--- src/rtl/bbs_pkg.sv ---
// ----------------------------------------------------------------------------
// bbs_pkg
// Shared types and constants of the 128-bit Blum Blum Shub generator.
// ----------------------------------------------------------------------------
package bbs_pkg;

  localparam int unsigned STATE_W = 128;
  localparam int unsigned HALF_W  = 64;
  localparam int unsigned BIT_W   = 7;   // indexes the 128 multiplier bits
  localparam int unsigned DIGIT_W = 4;   // output word shift per squaring

  localparam logic [HALF_W-1:0] PRIME_P = 64'd10650232656610726727;
  localparam logic [HALF_W-1:0] PRIME_Q = 64'd10650232656628286999;
  localparam logic [STATE_W-1:0] MODULUS =
    STATE_W'(PRIME_P) * STATE_W'(PRIME_Q);

  localparam logic [STATE_W-1:0] STATE_RESET = 128'd3;

  // input kinds carried on tuser
  localparam logic ACT_SEED = 1'b0;
  localparam logic ACT_GEN  = 1'b1;

  typedef enum logic [2:0] {
    ST_IDLE,
    ST_SEED,
    ST_ADD,
    ST_RED,
    ST_DONE
  } bbs_state_t;

endpackage

--- src/rtl/bbs_128bit_generator_unit.sv ---
// ----------------------------------------------------------------------------
// bbs_128bit_generator_unit
// Blum Blum Shub generator over a fixed 128-bit modulus, bit-serial datapath.
// ----------------------------------------------------------------------------
// A transaction with tuser = 0 loads the 128-bit seed in tdata into the state,
// reduced modulo M = P*Q, and produces no output. A transaction with tuser = 1
// squares the state modulo M ROUNDS times; after each squaring the 64-bit
// output word is shifted left by 4 and XORed with the low half of the new
// state, and one output transaction carries that word and the low state half.
// Each squaring scans the 128 bits of x from the top through a shift register:
// an ADD step doubles the partial product and adds x when the bit is set, then
// RED steps check and subtract M until the partial product is below M (one to
// three checks). After an accepted generate transaction, the next input is
// accepted only when all ROUNDS squarings of the bit-serial scan are done and
// the finished word has gone to the output register, which may first have to
// wait for that register to free up. One transaction is in work at a time; a
// finished result waits in the output register while the next input
// transaction is taken.
module bbs_128bit_generator_unit #(
  parameter int unsigned ROUNDS = 16   // squarings per generate, 1..64
) (
  input  logic         clk,
  input  logic         rst_n,
  // input channel
  input  logic         in_tvalid,
  output logic         in_tready,
  input  logic [127:0] in_tdata,   // [63:0] seed_low, [127:64] seed_high
  input  logic [0:0]   in_tuser,   // [0] action
  // result channel
  output logic         out_tvalid,
  input  logic         out_tready,
  output logic [127:0] out_tdata   // [63:0] rand_word, [127:64] state_low
);
  import bbs_pkg::*;

  localparam int unsigned RND_W = $clog2(ROUNDS + 1);
  localparam logic [RND_W-1:0] RND_LAST = RND_W'(ROUNDS - 1);
  localparam logic [BIT_W-1:0] BIT_LAST = BIT_W'(STATE_W - 1);

  // FSM and datapath registers
  bbs_state_t           state_r, state_nxt;
  logic [STATE_W-1:0]   x_r, x_nxt;        // generator state
  logic [STATE_W-1:0]   xs_r, xs_nxt;      // multiplier bits, MSB first
  logic [STATE_W:0]     acc_r, acc_nxt;    // partial product, below 3M
  logic [BIT_W-1:0]     bit_r, bit_nxt;
  logic [RND_W-1:0]     rnd_r, rnd_nxt;
  logic [HALF_W-1:0]    word_r, word_nxt;  // output word being built
  logic                 out_vld_r, out_vld_nxt;
  logic [2*HALF_W-1:0]  out_data_r, out_data_nxt;

  logic                 in_hs;
  logic                 out_free;
  logic [STATE_W+1:0]   diff;
  logic                 below_m;
  logic [STATE_W:0]     addend;

  assign in_hs    = in_tvalid && in_tready;
  assign out_free = !out_vld_r || out_tready;

  // one subtractor: borrow says the partial product is already below M
  assign diff    = {1'b0, acc_r} - {2'b00, MODULUS};
  assign below_m = diff[STATE_W+1];
  assign addend  = xs_r[STATE_W-1] ? {1'b0, x_r} : '0;

  // next state
  always_comb begin
    state_nxt = state_r;
    unique case (state_r)
      ST_IDLE: begin
        if (in_hs) begin
          state_nxt = (in_tuser[0] == ACT_SEED) ? ST_SEED : ST_ADD;
        end
      end
      ST_SEED: begin
        if (below_m) begin
          state_nxt = ST_IDLE;
        end
      end
      ST_ADD: state_nxt = ST_RED;
      ST_RED: begin
        if (below_m) begin
          if (bit_r == BIT_LAST && rnd_r == RND_LAST) begin
            state_nxt = ST_DONE;
          end else begin
            state_nxt = ST_ADD;
          end
        end
      end
      ST_DONE: begin
        if (out_free) begin
          state_nxt = ST_IDLE;
        end
      end
      default: state_nxt = ST_IDLE;
    endcase
  end

  // outputs and datapath
  always_comb begin
    in_tready    = (state_r == ST_IDLE);
    x_nxt        = x_r;
    xs_nxt       = xs_r;
    acc_nxt      = acc_r;
    bit_nxt      = bit_r;
    rnd_nxt      = rnd_r;
    word_nxt     = word_r;
    out_vld_nxt  = out_vld_r && !out_tready;
    out_data_nxt = out_data_r;
    unique case (state_r)
      ST_IDLE: begin
        if (in_hs) begin
          if (in_tuser[0] == ACT_SEED) begin
            acc_nxt = {1'b0, in_tdata};
          end else begin
            acc_nxt  = '0;
            xs_nxt   = x_r;
            bit_nxt  = '0;
            rnd_nxt  = '0;
            word_nxt = x_r[HALF_W-1:0];
          end
        end
      end
      ST_SEED: begin
        // subtract M until the seed is below it
        if (below_m) begin
          x_nxt = acc_r[STATE_W-1:0];
        end else begin
          acc_nxt = diff[STATE_W:0];
        end
      end
      ST_ADD: begin
        // double, add x when the current multiplier bit is set
        acc_nxt = {acc_r[STATE_W-1:0], 1'b0} + addend;
        xs_nxt  = {xs_r[STATE_W-2:0], 1'b0};
      end
      ST_RED: begin
        if (!below_m) begin
          acc_nxt = diff[STATE_W:0];
        end else if (bit_r == BIT_LAST) begin
          // squaring complete: commit state, fold into output word
          x_nxt    = acc_r[STATE_W-1:0];
          word_nxt = {word_r[HALF_W-DIGIT_W-1:0], {DIGIT_W{1'b0}}}
                     ^ acc_r[HALF_W-1:0];
          acc_nxt  = '0;
          xs_nxt   = acc_r[STATE_W-1:0];
          bit_nxt  = '0;
          rnd_nxt  = rnd_r + RND_W'(1);
        end else begin
          bit_nxt = bit_r + BIT_W'(1);
        end
      end
      ST_DONE: begin
        if (out_free) begin
          out_vld_nxt  = 1'b1;
          out_data_nxt = {x_r[HALF_W-1:0], word_r};
        end
      end
      default: ;
    endcase
  end

  always_ff @(posedge clk) begin
    if (!rst_n) begin
      state_r   <= ST_IDLE;
      x_r       <= STATE_RESET;
      out_vld_r <= 1'b0;
    end else begin
      state_r   <= state_nxt;
      x_r       <= x_nxt;
      out_vld_r <= out_vld_nxt;
    end
  end

  // payload, no reset needed
  always_ff @(posedge clk) begin
    xs_r       <= xs_nxt;
    acc_r      <= acc_nxt;
    bit_r      <= bit_nxt;
    rnd_r      <= rnd_nxt;
    word_r     <= word_nxt;
    out_data_r <= out_data_nxt;
  end

  assign out_tvalid = out_vld_r;
  assign out_tdata  = out_data_r;

endmodule
--- config.mk ---
export PLATFORM = sky130hd
export DESIGN_NAME = bbs_128bit_generator_unit
export DESIGN_NICKNAME = d
export VERILOG_FILES = /design/src/rtl/bbs_pkg.sv /design/src/rtl/bbs_128bit_generator_unit.sv
export SDC_FILE = /design/constraint.sdc
export NUM_CORES = 1
export LEC_CHECK = 0
export BUFFER_PORTS_ARGS = -buffer_cell sky130_fd_sc_hd__clkbuf_2
export CAP_MARGIN = 0
export CORE_ASPECT_RATIO = 0.6
export CORE_MARGIN = 2
export CORE_UTILIZATION = 53
export CTS_CLUSTER_SIZE = 40
export DETAILED_ROUTE_END_ITERATION = 8
export MAX_ROUTING_LAYER = met4
export PLACE_DENSITY = 0.71
export SYNTH_ARGS = -nofsm -noshare
export SYNTH_HDL_FRONTEND = slang
export SYNTH_SLANG_ARGS = --single-unit
--- constraint.sdc ---
create_clock -name clk -period 28.1 [get_ports clk]
set_input_delay 1.405 -clock clk [delete_from_list [all_inputs] [get_ports clk]]
set_output_delay 1.405 -clock clk [all_outputs]
set_load 0.05 [all_outputs]
# --- Word-level counts from Yosys, hierarchy flattened ---
# Cells that the tools add are included.
word_totals:
  ram_bits: 0
  in_bits: 133
  rom_bits: 0
  out_inout_bits: 130
  mem_count: 0
  latchBits: 0
  word_cells: 84
  reg_bits: 593
op_classes:
  magnitude_cmp: 0
  eq_ne: 14
  mux: 38
  addsub: 4
  n_shift: 0
  reduce_logical: 18
  n_mul: 0
  div_mod_pow: 0
  bitwise_logic: 1
op_table:
  columns: ["cell", "n"]
  rows:
  - ["128-bit 2-to-1 mux", 7]
  - ["129-bit 2-to-1 mux", 4]
  - ["129-bit one-hot mux with 4 select lines", 1]
  - ["128-bit one-hot mux with 3 select lines", 1]
  - ["64-bit 2-to-1 mux", 4]
  - ["128-bit one-hot mux with 2 select lines", 1]
  - ["129-bit by 127-bit subtractor with 130-bit output (second input constant)", 1]
  - ["129-bit by 128-bit adder with 129-bit output", 1]
  - ["64-bit one-hot mux with 2 select lines", 1]
  - ["64-bit XOR", 1]
  - ["7-bit 2-to-1 mux", 4]
  - ["5-bit 2-to-1 mux", 4]
  - ["4-bit AND reduction", 4]
  - ["3-bit 2-to-1 mux", 5]
  - ["3-bit one-hot mux with 5 select lines", 1]
  - ["7-bit one-hot mux with 2 select lines", 1]
  - ["2-bit inequality test (second input constant)", 5]
  - ["5-bit one-hot mux with 2 select lines", 1]
  - ["5-bit AND reduction", 2]
  - ["7-bit by 1-bit adder with 7-bit output (second input constant)", 1]
  - ["7-bit == test (second input constant)", 1]
  - ["3-bit by 2-bit == test with 1-bit output (second input constant)", 2]
  - ["5-bit by 1-bit adder with 5-bit output (second input constant)", 1]
  - ["5-bit by 4-bit == test with 1-bit output (second input constant)", 1]
  - ["14 further kinds", 20]

# --- Logic depth before layout (Yosys ltp) ---
logic_depth:
  word_depth: 5
  depth_mapped: 17
  depth_no_buf: 15

# --- Worst setup path after synthesis ---
# OpenSTA, ideal clock, no wires.
synth_path:
  path_kind: "reg2reg"
  start: "register acc_r[66]"
  end: "register acc_r[0] (enable)"
  path_slack_ns: 15.250
  period_less_slack_ns: 12.850
  n_path_buf: 0
  stages_incl_launch_ff: 9
  t_required_ns: 27.291
  t_arrival_ns: 12.041
  setup_time_ns: 0.809
  cell_sequence: "edfxtp_1 or2_1 or3_4 or4_1 o311a_1 a31oi_2 a31o_2 mux2i_1 a211oi_1"
synth_between:
  elab_chain_cells: 3
  elab_cells_between_ends: 4
  cone_classes: "add/sub (1); eq/ne (2); reduce/logical (1)"
synth_rtl:
  columns: ["item", "line", "rtl"]
  rows:
  - ["from (decl)", "bbs_128bit_generator_unit.sv:44", "logic [STATE_W:0] acc_r, acc_nxt;"]
  - ["from (signal assigned)", "bbs_128bit_generator_unit.sv:177", "acc_r <= acc_nxt;"]
  - ["129-bit by 127-bit subtractor with 130-bit output *", "bbs_128bit_generator_unit.sv:61", "assign diff = {1'b0, acc_r} - {2'b00, MODULUS};"]
  - ["3-bit inequality test (no line) / 2-bit inequality test (equally long branches)", null, null]
  - ["4-bit AND reduction (no line) *", null, null]
# Every way passes the cells marked *; elsewhere a longest branch is shown, timed or not.
# A chain may end at the register's enable or synchronous reset.

# --- Worst setup path in the final report ---
layout_path:
  start: "register xs_r[127]"
  end: "register acc_r[104], data pin"
layout_between:
  elab_chain_cells: 3
layout_rtl:
  columns: ["item", "line", "rtl"]
  rows:
  - ["from (decl)", "bbs_128bit_generator_unit.sv:43", "logic [STATE_W-1:0] xs_r, xs_nxt;"]
  - ["from (signal assigned)", "bbs_128bit_generator_unit.sv:176", "xs_r <= xs_nxt;"]
  - ["128-bit 2-to-1 mux", "bbs_128bit_generator_unit.sv:63", "assign addend = xs_r[STATE_W-1] ? {1'b0, x_r} : '0;"]
  - ["129-bit by 128-bit adder with 129-bit output", "bbs_128bit_generator_unit.sv:133", "acc_nxt = {acc_r[STATE_W-1:0], 1'b0} + addend;"]
  - ["129-bit one-hot mux with 4 select lines", "bbs_128bit_generator_unit.sv:109", "unique case (state_r)"]
  - ["net acc_nxt[104]", "bbs_128bit_generator_unit.sv:44", null]
# The timed path passes the listed nets, and every way through them passes these cells.

==> metrics.yaml <==
hold_path:
  worstHoldPathType: "reg -> reg"
  worstHoldPathCells: 0
  whs_endpoint: "out_tdata[62]"
  min_from: "word_r[62]"
timing:
  max_slew_margin: 0.0216
  period_needed_ps: 5540
  worstMarginPinSlew_ps: 1450
  setup_viol: 0
  hold_violations: 0
  rsz0062_at_grt: "no"
  fmax_ghz: 0.181
  period_share: 0.197
  tns_ps: 0
  clock_skew_ps: 26.4
  slew_violations: 0
  worst_slack_ps: 22560
critical_path:
  cp_max_fo: 70
  crit_required_ps: 28470
  cp-end-kind: "register"
  timing.rr.end: "acc_r[104]"
  rrSetupSlack_ps: 22560
  regToRegStartpoint: "xs_r[127]"
  critPathKind: "reg -> reg"
  cp-start-kind: "register"
  crit_arrival_ps: 5910
  ff2ff_path_depth: 16
synthesis:
  ys_seq_area_frac: 0.420
  async_reset_ff_frac: 0
  synth_ff_type: "edfxtp_1"
  synth_area_um2: 39200
  synth_warnings: 0
  ys_types: 94
  ys_ff_latch: 593
  synth_cells: 4384
  synth-edff-count: 461
  syn-mean-instance-area_um2: 8.94
  syn_nets: 4649
pwr:
  clkPwrFrac: 0.200
  finalPower_w: 0.00424
  p_per_area_nw_per_um2: 98.8
  power_leakage_nw: 15.9
  p_switching_w: 0.00197
  seqPwrFrac: 0.379
  power_report.internal_total_w: 0.00227
  ir_drop_uv: 86.8
  p_sw_frac: 0.465
  combPwrFrac: 0.421
detailed_routing:
  wl_per_cell_um: 28.1
  firstDrtPassIters: 7
  drcViolationCount: 0
  vias: 36100
  vias_per_cell: 6.61
  drt-initial-drc-count: 6249
  antenna_left: 0
  drt-total-wl_um: 153000
clock_network:
  insertion_delay_ps: 670
  clk_pin_slew_ps: 70
  post_cts_resized: 0
  cts_tree: "built"
  ctsHoldBuffers: 0
  cts_sinks: 593
  cts_max_path_buffers: 3
  cts_root_buf: "clkbuf_16"
  cts_max_level: 2
  postCtsSetupRepairBufs: 0
  cts_made_buffers: 56
placed_design:
  dp_cells: 5342
  dp_hpwl_um: 115000
  pre_cts_slack_ps: 22840
  finalWeightedCongestion: 1.10
  io_buffer_count: 262
finish:
  final_common_cell: "nand2_1"
  nets: 4678
  fill_cells: 6522
  drive_gt1_frac: 0.104
  mostFrequentLayoutCells: "740 x nand2_1, 461 x edfxtp_1, 382 x o21ai_0"
  area_growth_pct: 9.32
  fin_cells: 5456
job:
  maxCapViolCount: 0
status:
  status: "finished, final reports clean"
global_route:
  antenna_found_initial: 7
  grt_max_degree: 130
  grt_pass1_wl_um: 224000
  gr-usage-all-layers: 0.406
  grt.overflow.total: 0
  grt_pass1_vias: 32300
die:
  rows: 77
  dieWidth_um: 355
  start_util: 0.534
  die_y_um: 215
  core_um2: 73400
  fp.dieArea_um2: 76200
  ios: 263
## state kept, by name, indices dropped and copies added (netlist names)
signal	flops
x_r	128
xs_r	128
acc_r	129
out_tvalid	1
word_r	64
state_r	3
rnd_r	5
bit_r	7
out_tdata	128
## worst max-delay path, stage by stage, from the launching register on
cell      delay [ps]
edfxtp_1         340
buf_4            600
nand2_1          210
inv_1            100
ha_1             230
a211oi_1         340
o21a_1           240
a21oi_1           80
buf_4            170
and3b_1          190
o211ai_1         350
nand3_1          230
a41oi_1          680
o21ai_1          390
xor2_1           270
a22oi_1          580
o21ai_0          190
## metrics by stage
| step | hold WS, ps | utilization | area (um^2) |
|---|---|---|---|
| after detailed placement | 407 | 0.556 | 40800 |
| final | 424 | 0.584 | 42900 |
| after floorplan | 400 | - | 39200 |
| after global routing | 427 | 0.584 | 42900 |
| after CTS | 423 | 0.584 | 42800 |
| after global placement | 404 | 0.556 | 40800 |
## per-layer routing
layer  up-vias  GRT usage  share of wire
li1      16000          -              -
met1     17400      0.662           0.47
met2      2499      0.451           0.35
met3       170      0.158           0.16
met4         0     0.0684          0.018
met5         -          -              0
## logic make-up (layout without fill, tap and decap cells)
kind of cell / count (synthesis) / in the layout / share of synthesized area
AND/OR/NAND/NOR: 1515 / 1515 / 0.181
AO/OA/AOI/OAI: 1325 / 1325 / 0.217
flip-flops: 593 / 593 / 0.420
buffers and inverters: 402 / 479 / 0.0415
XOR/XNOR: 281 / 281 / 0.0628
multiplexers: 136 / 136 / 0.0347
adder cells (fa/ha/maj): 132 / 132 / 0.0423
other: 0 / 8 / 0
## how the worst max path moves through the flow
stage	slack, ps	endpoint	cells after the start	from
after global routing	22320	acc_r[104]	16	xs_r[127]
after floorplan	15250	acc_r[0]	8	acc_r[66]
after detailed placement	22840	acc_r[104]	16	xs_r[127]
after CTS	22830	acc_r[104]	16	xs_r[127]
after global placement	22910	acc_r[79]	16	xs_r[127]
final	22560	acc_r[104]	16	xs_r[127]
## area by class of cell
class / instances / area [um^2] / area share
Inverter: 64 / 240 / 0.00560
Clock buffer: 69 / 1510 / 0.0352
Multi-Input combinational cell: 3389 / 21200 / 0.494
Antenna cell: 8 / 20.0 / 0.000467
Clock inverter: 37 / 492 / 0.0115
Timing Repair Buffer: 309 / 1690 / 0.0395
Sequential cell: 593 / 16500 / 0.385
Tap cell: 987 / 1230 / 0.0288
## power by group through the flow
| stage | Sequential (W) | Combinational (W) | Clock [W] |
|---|---|---|---|
| 2_1_floorplan | 0.00133 | 0.00133 | 0 |
| 3_3_place_gp | 0.00159 | 0.00169 | 0 |
| 3_5_place_dp | 0.00159 | 0.00169 | 0 |
| 4_1_cts | 0.00158 | 0.00170 | 0.000848 |
| 5_1_grt | 0.00162 | 0.00190 | 0.000882 |
| 6_report | 0.00161 | 0.00178 | 0.000848 |
## synthesized netlist by cell type, types with 34 or more instances
| cell type | number | share of area |
|---|---|---|
| nor3_1 | 68 | 0.0087 |
| inv_1 | 64 | 0.0061 |
| o221ai_1 | 42 | 0.0094 |
| clkbuf_1 | 270 | 0.026 |
| nand2b_1 | 38 | 0.0061 |
| a21boi_1 | 95 | 0.018 |
| dfxtp_1 | 132 | 0.067 |
| edfxtp_1 | 461 | 0.35 |
| o21bai_1 | 43 | 0.0082 |
| a22oi_1 | 66 | 0.013 |
| mux2i_1 | 136 | 0.035 |
| a21o_1 | 102 | 0.020 |
| and2_1 | 154 | 0.025 |
| xor2_1 | 94 | 0.021 |
| a21oi_1 | 266 | 0.034 |
| xnor2_1 | 187 | 0.042 |
| nand4_1 | 86 | 0.014 |
| buf_2 | 34 | 0.0043 |
| o21ai_0 | 382 | 0.049 |
| a21boi_0 | 44 | 0.0084 |
| nor2_1 | 194 | 0.019 |
| nand2_1 | 741 | 0.071 |
| nand3_1 | 54 | 0.0069 |
| ha_1 | 131 | 0.042 |
(Power assumes the default switching activity.)
